### src/hw/rtl/cbt_pkg.sv
// Package for the charset byte translator: item types, table geometry and codes.
// Used by every module of the translator; depends on nothing else.
package cbt_pkg;

    // Table geometry.
    localparam int TABLE_DEPTH = 128;
    localparam int TBL_IDX_W   = $clog2(TABLE_DEPTH);

    // Default depth of the queue between front and back.
    localparam int QUEUE_DEPTH_DEF = 2;

    // Configuration port geometry.
    localparam int APB_ADDR_W = 2;
    localparam int APB_DATA_W = 32;

    // Entry first bytes from 2 up to this value are reserved and emit nothing.
    localparam logic [7:0] RESERVED_MAX = 8'd32;

    // Operation codes.
    localparam logic OP_TRANSLATE = 1'b0;
    localparam logic OP_LOAD      = 1'b1;

    // Translation level codes.
    typedef logic [1:0] level_t;
    localparam level_t LEVEL_LOW  = 2'd1;
    localparam level_t LEVEL_HIGH = 2'd2;

    // One input transfer.
    typedef struct packed {
        logic       operation;
        logic [7:0] data_byte;
        logic [6:0] entry_index;
        logic [7:0] entry_first;
        logic [7:0] entry_second;
    } in_item_t;

    // One result transfer.
    typedef struct packed {
        logic [7:0] out_byte;
        logic       last;
    } out_item_t;

    // A classified translation waiting for the back end: one or two bytes.
    typedef struct packed {
        logic       two;
        logic [7:0] first_byte;
        logic [7:0] second_byte;
    } pair_t;

endpackage

### src/hw/rtl/cbt_front.sv
// Front end of the charset byte translator: accepts items, holds the pair table,
// classifies each translated byte and pushes the bytes to emit. Depends on cbt_pkg.
module cbt_front import cbt_pkg::*; (
    input  logic     aclk,
    input  logic     aresetn,
    input  level_t   level,
    input  logic     s_valid,
    output logic     s_ready,
    input  in_item_t s_data,
    output logic     push_valid,
    input  logic     push_ready,
    output pair_t    push_item
);

    logic [15:0]          table_mem [TABLE_DEPTH];
    logic [15:0]          rdata_reg;
    logic                 st1_valid_reg;
    logic                 pass_reg;
    logic [7:0]           byte_reg;
    logic                 s_accept;
    logic                 hit;
    logic                 emit;
    logic                 st1_go;
    logic [7:0]           first_b;
    logic [7:0]           second_b;
    logic [TBL_IDX_W-1:0] rd_idx;

    assign s_accept = s_valid && s_ready;
    assign rd_idx   = s_data.data_byte[TBL_IDX_W-1:0];

    // A byte is looked up only when its half of the range is selected by the level.
    assign hit = ((level == LEVEL_LOW) && !s_data.data_byte[7]) ||
                 ((level == LEVEL_HIGH) && s_data.data_byte[7]);

    // Table writes and the registered lookup both happen on the input transfer.
    always_ff @(posedge aclk) begin
        if (s_accept && (s_data.operation == OP_LOAD)) begin
            table_mem[s_data.entry_index] <= {s_data.entry_first, s_data.entry_second};
        end
        if (s_accept && (s_data.operation == OP_TRANSLATE)) begin
            rdata_reg <= table_mem[rd_idx];
        end
    end

    // Lookup stage: holds one translate item until its bytes reach the queue.
    always_ff @(posedge aclk) begin
        if (!aresetn) begin
            st1_valid_reg <= 1'b0;
        end else if (s_accept) begin
            st1_valid_reg <= (s_data.operation == OP_TRANSLATE);
        end else if (st1_go) begin
            st1_valid_reg <= 1'b0;
        end
    end

    always_ff @(posedge aclk) begin
        if (s_accept && (s_data.operation == OP_TRANSLATE)) begin
            pass_reg <= !hit;
            byte_reg <= s_data.data_byte;
        end
    end

    assign first_b  = rdata_reg[15:8];
    assign second_b = rdata_reg[7:0];

    // Classify the entry into no byte, one byte or a pair.
    always_comb begin
        emit      = 1'b0;
        push_item = '0;
        if (pass_reg) begin
            emit                  = 1'b1;
            push_item.second_byte = byte_reg;
        end else if (first_b inside {8'd0, 8'd1}) begin
            emit                  = (second_b != 8'd0);
            push_item.second_byte = second_b;
        end else if (first_b inside {[8'd2:RESERVED_MAX]}) begin
            emit = 1'b0;
        end else begin
            emit                  = 1'b1;
            push_item.two         = 1'b1;
            push_item.first_byte  = first_b;
            push_item.second_byte = second_b;
        end
    end

    // An item that emits nothing leaves the stage without using the queue.
    assign push_valid = st1_valid_reg && emit;
    assign st1_go     = st1_valid_reg && (!emit || push_ready);
    assign s_ready    = !st1_valid_reg || st1_go;

endmodule

### src/hw/rtl/cbt_queue.sv
// Short queue between front and back of the charset byte translator.
// Holds classified byte pairs; depends on cbt_pkg. DEPTH must be at least 2.
module cbt_queue import cbt_pkg::*; #(
    parameter int DEPTH = QUEUE_DEPTH_DEF
) (
    input  logic  aclk,
    input  logic  aresetn,
    input  logic  push_valid,
    output logic  push_ready,
    input  pair_t push_item,
    output logic  pop_valid,
    input  logic  pop_ready,
    output pair_t pop_item
);

    localparam int PTR_W = (DEPTH > 1) ? $clog2(DEPTH) : 1;
    localparam int CNT_W = $clog2(DEPTH + 1);

    pair_t            slots [DEPTH];
    logic [PTR_W-1:0] wr_ptr_reg;
    logic [PTR_W-1:0] rd_ptr_reg;
    logic [CNT_W-1:0] count_reg;
    logic             do_push;
    logic             do_pop;

    assign push_ready = (count_reg != CNT_W'(DEPTH));
    assign pop_valid  = (count_reg != '0);
    assign pop_item   = slots[rd_ptr_reg];
    assign do_push    = push_valid && push_ready;
    assign do_pop     = pop_valid && pop_ready;

    // Storage is written at the tail only.
    always_ff @(posedge aclk) begin
        if (do_push) begin
            slots[wr_ptr_reg] <= push_item;
        end
    end

    // Pointers wrap at DEPTH; the count tracks occupancy.
    always_ff @(posedge aclk) begin
        if (!aresetn) begin
            wr_ptr_reg <= '0;
            rd_ptr_reg <= '0;
            count_reg  <= '0;
        end else begin
            if (do_push) begin
                wr_ptr_reg <= (wr_ptr_reg == PTR_W'(DEPTH - 1)) ? '0 : wr_ptr_reg + 1'b1;
            end
            if (do_pop) begin
                rd_ptr_reg <= (rd_ptr_reg == PTR_W'(DEPTH - 1)) ? '0 : rd_ptr_reg + 1'b1;
            end
            if (do_push && !do_pop) begin
                count_reg <= count_reg + 1'b1;
            end else if (do_pop && !do_push) begin
                count_reg <= count_reg - 1'b1;
            end
        end
    end

endmodule

### src/hw/rtl/cbt_back.sv
// Back end of the charset byte translator: emits the queued bytes one per transfer
// through an output register and marks the final byte. Depends on cbt_pkg.
module cbt_back import cbt_pkg::*; (
    input  logic      aclk,
    input  logic      aresetn,
    input  logic      pop_valid,
    output logic      pop_ready,
    input  pair_t     pop_item,
    output logic      m_valid,
    input  logic      m_ready,
    output out_item_t m_data
);

    logic      m_valid_reg;
    out_item_t m_data_reg;
    logic      phase_reg;
    logic      load;
    logic      first_half;

    // The output register takes a new byte whenever it is empty or being drained.
    assign load       = pop_valid && (!m_valid_reg || m_ready);
    assign first_half = pop_item.two && !phase_reg;
    assign pop_ready  = load && !first_half;

    always_ff @(posedge aclk) begin
        if (!aresetn) begin
            m_valid_reg <= 1'b0;
            phase_reg   <= 1'b0;
        end else begin
            if (load) begin
                m_valid_reg <= 1'b1;
                phase_reg   <= first_half;
            end else if (m_ready) begin
                m_valid_reg <= 1'b0;
            end
        end
    end

    // A pair sends its first byte without the last flag, then its second byte.
    always_ff @(posedge aclk) begin
        if (load) begin
            m_data_reg.out_byte <= first_half ? pop_item.first_byte : pop_item.second_byte;
            m_data_reg.last     <= !first_half;
        end
    end

    assign m_valid = m_valid_reg;
    assign m_data  = m_data_reg;

endmodule

### src/hw/rtl/charset_byte_translator.sv
// Top level of the charset byte translator: configuration register, front, queue, back.
// Depends on cbt_pkg, cbt_front, cbt_queue and cbt_back.
//
// The translator maps a byte stream through a 128-entry table of byte pairs. A load
// item writes one entry and produces nothing; a translate item produces zero, one or
// two output bytes, the final one flagged with last. The level register at APB
// address 0 picks the translated half: 1 for bytes below 128, 2 for bytes of 128 and
// up, anything else passes every byte through. The front takes one item per cycle while
// the queue has room and looks it up in the table; the back sends one byte per cycle
// through its output register while the receiver is ready, so an item takes one output
// transfer per byte it yields: one, none or two. The output register sets the
// sustained rate. An item's bytes pass the lookup register, the queue and the output
// register. Entries must be loaded before any byte that reads them is translated.
module charset_byte_translator import cbt_pkg::*; #(
    parameter int QUEUE_DEPTH = QUEUE_DEPTH_DEF
) (
    input  logic                  aclk,
    input  logic                  aresetn,
    input  logic                  psel,
    input  logic                  penable,
    input  logic                  pwrite,
    input  logic [APB_ADDR_W-1:0] paddr,
    input  logic [APB_DATA_W-1:0] pwdata,
    output logic [APB_DATA_W-1:0] prdata,
    output logic                  pready,
    input  logic                  s_valid,
    output logic                  s_ready,
    input  in_item_t              s_data,
    output logic                  m_valid,
    input  logic                  m_ready,
    output out_item_t             m_data
);

    level_t level_reg;
    logic   q_push_valid;
    logic   q_push_ready;
    pair_t  q_push_item;
    logic   q_pop_valid;
    logic   q_pop_ready;
    pair_t  q_pop_item;
    logic   unused_addr;

    // The single register fills the whole address space of the port.
    assign unused_addr = ^paddr;

    // Level register, written on the access phase of an APB write transfer.
    always_ff @(posedge aclk) begin
        if (!aresetn) begin
            level_reg <= '0;
        end else if (psel && penable && pwrite && pready) begin
            level_reg <= pwdata[1:0];
        end
    end

    assign pready = 1'b1;
    assign prdata = {{(APB_DATA_W - 2){1'b0}}, level_reg};

    cbt_front u_front (
        .aclk       (aclk),
        .aresetn    (aresetn),
        .level      (level_reg),
        .s_valid    (s_valid),
        .s_ready    (s_ready),
        .s_data     (s_data),
        .push_valid (q_push_valid),
        .push_ready (q_push_ready),
        .push_item  (q_push_item)
    );

    cbt_queue #(
        .DEPTH (QUEUE_DEPTH)
    ) u_queue (
        .aclk       (aclk),
        .aresetn    (aresetn),
        .push_valid (q_push_valid),
        .push_ready (q_push_ready),
        .push_item  (q_push_item),
        .pop_valid  (q_pop_valid),
        .pop_ready  (q_pop_ready),
        .pop_item   (q_pop_item)
    );

    cbt_back u_back (
        .aclk      (aclk),
        .aresetn   (aresetn),
        .pop_valid (q_pop_valid),
        .pop_ready (q_pop_ready),
        .pop_item  (q_pop_item),
        .m_valid   (m_valid),
        .m_ready   (m_ready),
        .m_data    (m_data)
    );

    // A load transfer leaves nothing behind for the queue in the next cycle.
    a_load_no_push: assert property (@(posedge aclk) disable iff (!aresetn)
        (s_valid && s_ready && (s_data.operation == OP_LOAD) && !unused_addr) ||
        (s_valid && s_ready && (s_data.operation == OP_LOAD) && unused_addr)
        |=> !q_push_valid)
        else $error("push after a load transfer");

    // The input stalls only when the queue is full.
    a_stall_on_full: assert property (@(posedge aclk) disable iff (!aresetn)
        !s_ready |-> !q_push_ready)
        else $error("input stalled while queue has room");

    // The first byte of a pair is always followed at once by its final byte.
    a_pair_follows: assert property (@(posedge aclk) disable iff (!aresetn)
        (m_valid && m_ready && !m_data.last) |=> (m_valid && m_data.last))
        else $error("second byte of a pair missing");

endmodule

### config.mk
export PLATFORM = sky130hd
export DESIGN_NAME = charset_byte_translator
export DESIGN_NICKNAME = d
export VERILOG_FILES = /design/src/hw/rtl/cbt_pkg.sv /design/src/hw/rtl/cbt_front.sv /design/src/hw/rtl/cbt_queue.sv /design/src/hw/rtl/cbt_back.sv /design/src/hw/rtl/charset_byte_translator.sv
export SDC_FILE = /design/constraint.sdc
export NUM_CORES = 2
export LEC_CHECK = 0
export BUFFER_PORTS_ARGS = -buffer_cell sky130_fd_sc_hd__buf_2
export CAP_MARGIN = 30
export CORE_ASPECT_RATIO = 2
export CORE_UTILIZATION = 65
export CTS_BUF_LIST = sky130_fd_sc_hd__clkbuf_4
export DETAILED_ROUTE_END_ITERATION = 10
export PLACE_DENSITY = 0.8
export RECOVER_POWER = 100
export SYNTH_ARGS = -nofsm -noshare
export SYNTH_HDL_FRONTEND = slang
export SYNTH_SLANG_ARGS = --single-unit
### constraint.sdc
create_clock -name aclk -period 10.4 [get_ports aclk]
set_input_delay 1.56 -clock aclk [delete_from_list [all_inputs] [get_ports aclk]]
set_output_delay 1.56 -clock aclk [all_outputs]
set_load 0.05 [all_outputs]
# ---- Word level (Yosys, flattened, before mapping)
# Memory sizes are Yosys's and may differ from the RTL's. A register that Yosys moved wholly into a read port is not among the register bits.
# Index checks and enable logic that the tools add are counted.
dict set report word_totals {
  reg_bits 27
  mem_bits_rw 2082
  inputBits 73
  out_inout_bits 44
  word_cells 84
  mem_count 2
}
dict set report classes {
  n_addsub 4
  magnitude_cmp 2
  eq_ne 4
  mux 23
  bitwise_logic 1
  n_reduce_logical 37
}
# name words width rd rd_ports_with_merged_regs write_ports line
set mem_list {}
lappend mem_list {u_front.table_mem 128 16 1 1 1 cbt_front.sv:15} ;# logic [15:0] table_mem [TABLE_DEPTH];
lappend mem_list {u_queue.slots 2 17 1 1 1 cbt_queue.sv:19} ;# pair_t slots [DEPTH];
# op count
set ops {}
lappend ops {{$mux W8} 3}
lappend ops {{$mux W9} 2}
lappend ops {{$logic_and A1 B1 Y1} 17}
lappend ops {{$mux W17} 1}
lappend ops {{$mux W1} 15}
lappend ops {{$reduce_bool A2 Y1} 5}
lappend ops {{$logic_not A1 Y1} 9}
lappend ops {{$eq A8 B1 Y1 const B} 1}
lappend ops {{$ge A8 B2 Y1 const B} 1}
lappend ops {{$le A8 B6 Y1 const B} 1}
lappend ops {{$logic_not A8 Y1} 1}
lappend ops {{$reduce_bool A8 Y1} 1}
lappend ops {{$logic_or A1 B1 Y1} 4}
lappend ops {{$mux W2} 2}
lappend ops {{$add A1 B1 Y1 const B} 2}
lappend ops {{$add A2 B1 Y2 const B} 1}
lappend ops {{$eq A2 B1 Y1 const B} 1}
lappend ops {{$eq A2 B2 Y1 const B} 1}
lappend ops {{$ne A2 B2 Y1 const B} 1}
lappend ops {{$sub A2 B1 Y2 const B} 1}
lappend ops {{$not A1 Y1} 1}

# ---- Longest topological paths before layout
dict set report depth {
  depth_word 13
  ltp_mapped 9
  depth_no_buf 8
}

# ---- Cells and area by module
# Synthesis repeated with hierarchy kept, for this count alone.
dict set report hier_totals {
  hier_cells 3276
  hier_area_um2 81500.7
}
# module instances cells_per_inst area_each_um2 seq_area_each_um2
set modules_own_cells {}
lappend modules_own_cells {cbt_front 1 3127 79199.7 62269.7}
lappend modules_own_cells {cbt_queue 1 77 1467.7 1121.1}
lappend modules_own_cells {cbt_back 1 30 508.0 310.3}
lappend modules_own_cells {charset_byte_translator 1 42 325.3 40.0}

# ---- Worst setup path after synthesis
# No wires, ideal clock.
dict set report synth_timing {
  kind {in2reg}
  start {input s_data[23] in the netlist's numbering}
  end {register u_front.rdata_reg[0], read port of u_front.table_mem, data pin}
  setup_ns 0.260
  arrival_time_ns 3.970
  required_time_ns 10.140
  path_slack_ns 6.170
  stages 6
  path_buffers 2
  cell_sequence {buf_2 buf_1 mux4_2 mux4_2 mux4_2 mux2_2}
}
# element line
set synth_lines {}
lappend synth_lines {{from (decl)} charset_byte_translator.sv:28} ;# input in_item_t s_data,
lappend synth_lines {{to (decl)} cbt_front.sv:16} ;# logic [15:0] rdata_reg;

==> flow_metrics.tcl <==
set metrics [dict create \
    ir_drop_uv 127 \
    path_common_cell "mux4_2" \
    area_growth_pct 9.15 \
    grt_pass1_vias 40600 \
    die_area_um2 127000 \
    drv_cap 53 \
    synth_common_cells "edfxtp_1, mux4_2, nor2_1" \
    critPathMaxStageDelay_ns 3.75 \
    routabilityCongestion 0.827 \
    worst_pin_slew_ns 5.46 \
    cellPowerDensity_nw_per_um2 182 \
    crit_path_max_fanout 62 \
    dieHeight_um 502 \
    drive_above_1_share_pct 33.8 \
    grt_start_max_net_pins 134 \
    clock_sink_count 2126 \
    cp-end-kind "flop" \
    drv_slew 2364 \
    internal_power_uw 12600 \
    critical_path_arrival_ns 8.08 \
    max_freq_ghz 0.141 \
    hold_path_class "reg -> reg" \
    critPathRequiredTime_ns 11.39 \
    rows 183 \
    synthArstFlopShare_pct 0 \
    seqPwrFrac_pct 58.9 \
    synth_edf_count 2116 \
    cts_tree "done" \
    synth_area_leaders "edfxtp_1, mux4_2, nor2_1, clkbuf_1, buf_4" \
    start_util_pct 65.5 \
    crit_slowest_cell "clkbuf_1" \
    port_buffers 53 \
    firstDrtPassIters 5 \
    htreeDepth 5 \
    largest_reg_flops 2048 \
    clk_pin_slew_ns 0.07 \
    syn_area_per_cell_um2 25.0 \
    hold_viol 0 \
    violations "capacitance limit, slew limit" \
    hold_slack_ns 0.518 \
    post_cts_resized 0 \
    rr_worst_depth 8 \
    crit_type "in -> reg" \
    ctsHoldBuffers 0 \
    post_cts_buffers 0 \
    p_sw_share_pct 22.3 \
    yosysTopAreaCellShare_pct 78.1 \
    status "complete, but fails checks" \
    critPathTopFamily "buffers and inverters" \
    worstPathCellList "clkbuf_1 > buf_4 > mux4_2 > mux4_2 > mux2_2" \
    ys_types 39 \
    core_area_um2 124000 \
    skew_ns 0.0830 \
    slew_headroom_pct -264 \
    period_share_pct 68.2 \
    antenna_found_initial 14 \
    synthFlopType "edfxtp_1" \
    cts_buffer_depth 4 \
    clkPwrFrac_pct 35.1 \
    drt_iter0_drc 4375 \
    cts_root_buffer "clkbuf_4" \
    p_leak_uw 0.0274 \
    grt_overflow 0 \
    min_path_cells 2 \
    drc 0 \
    ios 117 \
    synthCells 3251 \
    finalSetupTns_ns 0 \
    final-setup-viol-count 0 \
    finalWirelength_um 186000 \
    yosysMostFrequentCell "edfxtp_1" \
    via_per_inst 6.69 \
    cts_buffers 440 \
    vias 38300 \
    grt_pass1_wl_um 264000 \
    ant_nets 0 \
    startpoint_type "primary input" \
    fp.dieW_um 252 \
    synth_warnings 0 \
    post-route-min-period_ns 7.10 \
    final_nets 3824 \
    clk_latency_ns 1.28 \
    yosys_register_bits 2126 \
    pwr-share-comb_pct 6.0 \
    yosysSeqAreaShare_pct 78.4 \
    cp_num_buf_inv 2 \
    syn-cell-area_um2 81300 \
    path_depth 5 \
    wl_per_cell_um 32.5 \
    rsz0062_at_grt "false" \
    p_sw_uw 3610 \
    synth_area_leader_cell "edfxtp_1" \
    dpl.hpwl_um 110000 \
    grt_usage_pct 29.9 \
]
power groups by stage:
stage / Sequential (uW) / Clock [uW] / Combinational, uW
6_report: 9540 / 5690 / 970
5_1_grt: 9540 / 6160 / 1010
4_1_cts: 9510 / 5780 / 976
3_5_place_dp: 9700 / 0 / 975
3_3_place_gp: 9700 / 0 / 924
2_1_floorplan: 9750 / 0 / 554
through the flow:
stage / util [%] / setup WS (ns) / cells / total power, uW / area (um^2)
after global routing: 71.5 / 3.41 / 5718 / 16700 / 88800
after global placement: 67.8 / 4.54 / 4951 / 10600 / 84100
after CTS: 72.1 / 5.03 / 5705 / 16300 / 89500
after floorplan: - / 6.17 / 3280 / 10300 / 81400
after detailed placement: 68.0 / 4.42 / 4963 / 10700 / 84400
final: 71.5 / 3.30 / 5721 / 16200 / 88800
cell families (layout without fill, tap and decap cells):
logic type / after synthesis / after routing / share of synthesized area [%]
muxes: 699 / 699 / 19.1
other: 2 / 37 / 0.00923
buffers and inverters: 199 / 969 / 1.19
adders and majority gates: 1 / 1 / 0.0154
DFF: 2126 / 2126 / 78.4
and+or+nand+nor: 192 / 192 / 1.02
xor gates and xnor gates: 3 / 3 / 0.0323
AOI/OAI and AO/OA: 29 / 29 / 0.274
layout make-up:
cell class	count	area [um^2]
diodes	6	15.0
clock buffers	610	4580
repair buffers	223	1050
clock inverters	132	548
fillers	6961	35300
inverters	4	15.0
flip-flops and latches	2126	63700
multi-input cells	955	16700
well taps	1665	2080
metal layers:
layer	track usage, %	vias to the layer above	wire, um
li1	-	15300	-
met1	35.1	19900	59500
met2	52.6	2518	101000
met3	5.55	551	14600
met4	15.9	12	11000
met5	0	-	113
path summary, 6_finish.rpt:
check                           slack, ns                  endpoint                  start
worst min-delay path                 0.52        u_queue.wr_ptr_reg     u_queue.wr_ptr_reg
worst max register to register       5.06  u_front.table_mem[16][0]  u_front.rdata_reg[12]
worst max-delay path                 3.30     u_front.rdata_reg[14]             s_data[27]
worst min register to register       0.52        u_queue.wr_ptr_reg     u_queue.wr_ptr_reg
placed cells by master (no fill, tap or decap), types with 16 or more instances in the layout:
| cell type | Yosys | layout |
|---|---|---|
| clkbuf_4 | 0 | 611 |
| buf_2 | 45 | 17 |
| mux2_2 | 16 | 16 |
| clkinv_2 | 0 | 18 |
| clkbuf_1 | 87 | 185 |
| mux4_2 | 680 | 680 |
| conb_1 | 2 | 31 |
| edfxtp_1 | 2116 | 2116 |
| clkinv_1 | 0 | 109 |
| nor2_1 | 135 | 135 |
tightest hold or removal path, stage by stage, from the launching register on:
cell and delay, ns:
dfxtp_1 0.32, o21ai_0 0.07, a21boi_0 0.08
Note: power is estimated with default switching activity, not from simulation.
